## config.mk

```make
export PLATFORM = sky130hd
export DESIGN_NAME = hlpf_ram
export DESIGN_NICKNAME = d
export VERILOG_FILES = /design/src/hw/rtl/hlpf_ram.sv
export SDC_FILE = /design/constraint.sdc
export NUM_CORES = 1
export LEC_CHECK = 0
export ABC_AREA = 0
export ABC_CLOCK_PERIOD_IN_PS = 1900
export BUFFER_PORTS_ARGS = -buffer_cell sky130_fd_sc_hd__buf_2
export CORE_MARGIN = 1
export CORE_UTILIZATION = 60
export DETAILED_ROUTE_END_ITERATION = 7
export GPL_TIMING_DRIVEN = 0
export PLACE_DENSITY_LB_ADDON = 0.12
export SKIP_LAST_GASP = 1
export SYNTH_ARGS = -nofsm -noshare
export SYNTH_HDL_FRONTEND = slang
export SYNTH_SLANG_ARGS = --single-unit
export TNS_END_PERCENT = 20
```

## constraint.sdc

```tcl
create_clock -name aclk -period 1.9 [get_ports aclk]
set_input_delay 0.095 -clock aclk [delete_from_list [all_inputs] [get_ports aclk]]
set_output_delay 0.095 -clock aclk [all_outputs]
set_load 0.01 [all_outputs]
```

## src/hw/rtl/hlpf_ram.sv

```systemverilog
`default_nettype none

module hlpf_ram #(
    parameter int WIDTH = 8,
    parameter int DEPTH = 16,
    localparam int ADDR_W = (DEPTH > 1) ? $clog2(DEPTH) : 1
) (
    input  wire logic              aclk,
    input  wire logic              wr_en,
    input  wire logic [ADDR_W-1:0] wr_addr,
    input  wire logic [WIDTH-1:0]  wr_data,
    input  wire logic [ADDR_W-1:0] rd_addr,
    output logic      [WIDTH-1:0]  rd_data
);

    logic [WIDTH-1:0] mem [DEPTH];

    // Write port and registered read; a read of the entry being written sees old data
    always_ff @(posedge aclk) begin
        if (wr_en) begin
            mem[wr_addr] <= wr_data;
        end
        rd_data <= mem[rd_addr];
    end

endmodule

`default_nettype wire

```

==> impl_metrics.json <==
{
  "cp.arrival_ps": 1790,
  "layout_common_cells": "128 x edfxtp_1, 27 x buf_2, 18 x mux4_2, 16 x a22oi_1, 16 x clkbuf_16",
  "cts_setup_buffers": 0,
  "die_area_um2": 8950,
  "num_vias": 2430,
  "grt_pass1_wl_mm": 13.9,
  "cts_resized": 0,
  "worst_r2r_startpoint": "mem[2][5]$_DFFE_PP_",
  "cts_tree": "built",
  "final_area_um2": 6100,
  "syn_inst": 229,
  "synth_flop_cell": "edfxtp_1",
  "p_sw_uw": 1330,
  "seqPwrFrac_pct": 48.0,
  "power.density_nw_per_um2": 1150,
  "track_usage_pct": 23.8,
  "fp.dieW_um": 94.6,
  "pre_cts_slack_ps": -427,
  "diodes": 0,
  "dieHeight_um": 94.6,
  "core-area_um2": 8260,
  "synth_fp_nets": 247,
  "setup_viol": 0,
  "synth-edff-count": 128,
  "p_int_uw": 5700,
  "hold_path_class": "primary input to flop",
  "numCtsBuffers": 17,
  "ys_async_sr_fraction_pct": 0,
  "fin_skew_ps": 10.4,
  "hold_end": "mem[12][5]$_DFFE_PP_",
  "postCtsHoldBufs": 8,
  "setup_slack_ps": 493,
  "dr.pass1.iters": 4,
  "fmax_mhz": 711,
  "drc_errors": 0,
  "synth_warnings": 0,
  "postRouteAntennaNets": 0,
  "port_buffers": 24,
  "grt_pass1_vias": 2418,
  "pwr-share-comb_pct": 4.6,
  "rr_worst_depth": 3,
  "wl_mm": 9.37,
  "postSynthAreaPerCell_um2": 22.5,
  "fin_nets": 299,
  "hold_depth": 2,
  "cts_root_buf": "clkbuf_8",
  "hold_start": "wr_addr[0]",
  "clkPwrFrac_pct": 47.4,
  "fp-row-count": 33,
  "grt_overflow": 0,
  "min_period_over_period_pct": 74.1,
  "gp_congestion": 0.701,
  "nFillCells": 467,
  "ys_seq_elements": 136,
  "finalHoldViolCount": 0,
  "path_clk_slew_ps": 60,
  "finalPower_uw": 7020,
  "end_kind": "flop",
  "ios": 26,
  "clk_latency_ps": 510,
  "drtIter0Drc": 216,
  "crit_fanout": 1,
  "cts_buffer_depth": 2,
  "layout_commonest_cell": "edfxtp_1",
  "rsz0062_at_grt": "false",
  "p_leak_uw": 0.00207,
  "tightestPinTransition_ps": 1300,
  "worst-setup-path-type": "flop to flop",
  "final_core_util_pct": 73.8,
  "dp_hpwl_mm": 5.65,
  "dpl_cell_area_um2": 5400,
  "antenna_found_initial": 0,
  "max_cap_violations": 0,
  "area_growth_syn_to_layout_pct": 18.4,
  "period_minus_slack_ps": 1410,
  "netlist_area_um2": 5150,
  "start_util_pct": 62.3,
  "vias_per_cell": 6.09,
  "maxSlewHeadroom_pct": 12.7,
  "totalNegativeSetupSlack_ps": 0,
  "grt_max_degree": 17,
  "maxSlewViolCount": 0,
  "switching_share_pct": 18.9,
  "htree_levels": 4,
  "critPathRequiredTime_ps": 2280,
  "status": "finished, final reports clean",
  "wire_per_inst_um": 23.5,
  "clkSinkCount": 136,
  "seq_area_frac_synth_pct": 77.8,
  "r2r_setup_slack_ps": 490,
  "vdd.ir_drop.worst_v": 0.000734,
  "drive_gt1_share_pct": 27.9,
  "worstReg2RegEnd": "rd_data[5]$_DFF_P_",
  "synth.distinct_cells": 19,
  "startpoint_type": "flop"
}
## area by class of cell
type / count / area [um2] / share of cell area (%)
clock inverters: 8 / 145 / 2.38
repair buffers: 33 / 208 / 3.41
multi-input cells: 83 / 1060 / 17.4
flip-flops and latches: 136 / 4000 / 65.7
clock buffers: 24 / 460 / 7.55
well taps: 105 / 131 / 2.15
plain buffers: 10 / 86.3 / 1.42
## logic make-up after synthesis
logic type | count (synthesis) | share of synthesized area [%]
AO/OA/AOI/OAI | 16 | 2.33
multiplexers | 32 | 15.0
flip-flops | 136 | 77.8
AND/OR/NAND/NOR | 35 | 3.18
buffers and inverters | 10 | 1.68
## metrics by stage
| step | hold slack [ps] | instances |
|---|---|---|
| after floorplan | 194 | 229 |
| final | 38.0 | 399 |
| after global placement | 474 | 358 |
| after global routing | 37.9 | 399 |
| after detailed placement | 489 | 358 |
| after CTS | 55.3 | 398 |
## registers in the layout (all words and copies together) (netlist names)
name     flops
mem        128
rd_data      8
## power by group through the flow
| stage | Combinational, uW | Clock (uW) | Sequential [uW] |
|---|---|---|---|
| after global placement | 309 | 0 | 3430 |
| final | 325 | 3330 | 3370 |
| after CTS | 328 | 3360 | 3370 |
| after floorplan | 170 | 0 | 3440 |
| after detailed placement | 312 | 0 | 3430 |
| after global routing | 351 | 3490 | 3380 |
## per-layer routing
metal | track usage [%] | up-vias | wire (um)
met4 | 9.72 | 0 | 148
met1 | 32.1 | 1248 | 3930
met2 | 37.3 | 89 | 4680
met5 | 0 | - | 0
met3 | 6.60 | 12 | 608
li1 | - | 1081 | -
## critical path, cell delays in order (launching register included)
cell and delay [ps]:
edfxtp_1 380, mux4_1 560, a22oi_1 230, nand2_1 100
## synth_stat cells, types with 2 or more instances
library cell | instances | area share, %
a22oi_1 | 16 | 2.3
nor3_1 | 4 | 0.39
nand2_1 | 9 | 0.66
nor2_1 | 13 | 0.95
buf_6 | 3 | 0.66
buf_2 | 3 | 0.29
mux4_2 | 18 | 7.9
clkdlybuf4s25_2 | 3 | 0.58
mux4_1 | 14 | 7.1
edfxtp_1 | 128 | 75
dfxtp_1 | 8 | 3.1
nand2b_1 | 2 | 0.24
nand3b_1 | 2 | 0.29
## worst max-delay path by stage
stage | start | endpoint | slack [ps] | cells past startpoint
finish | mem[2][5]$_DFFE_PP_ | rd_data[5]$_DFF_P_ | 490 | 3
global placement | wr_addr[2] | mem[0][1]$_DFFE_PP_ | -330 | 3
global route | mem[2][5]$_DFFE_PP_ | rd_data[5]$_DFF_P_ | 440 | 3
CTS | wr_addr[2] | mem[0][2]$_DFFE_PP_ | 110 | 3
floorplan | wr_addr[2] | mem[0][0]$_DFFE_PP_ | 310 | 2
detailed placement | wr_addr[2] | mem[0][3]$_DFFE_PP_ | -430 | 3
Power figures use the tool's default switching activity.
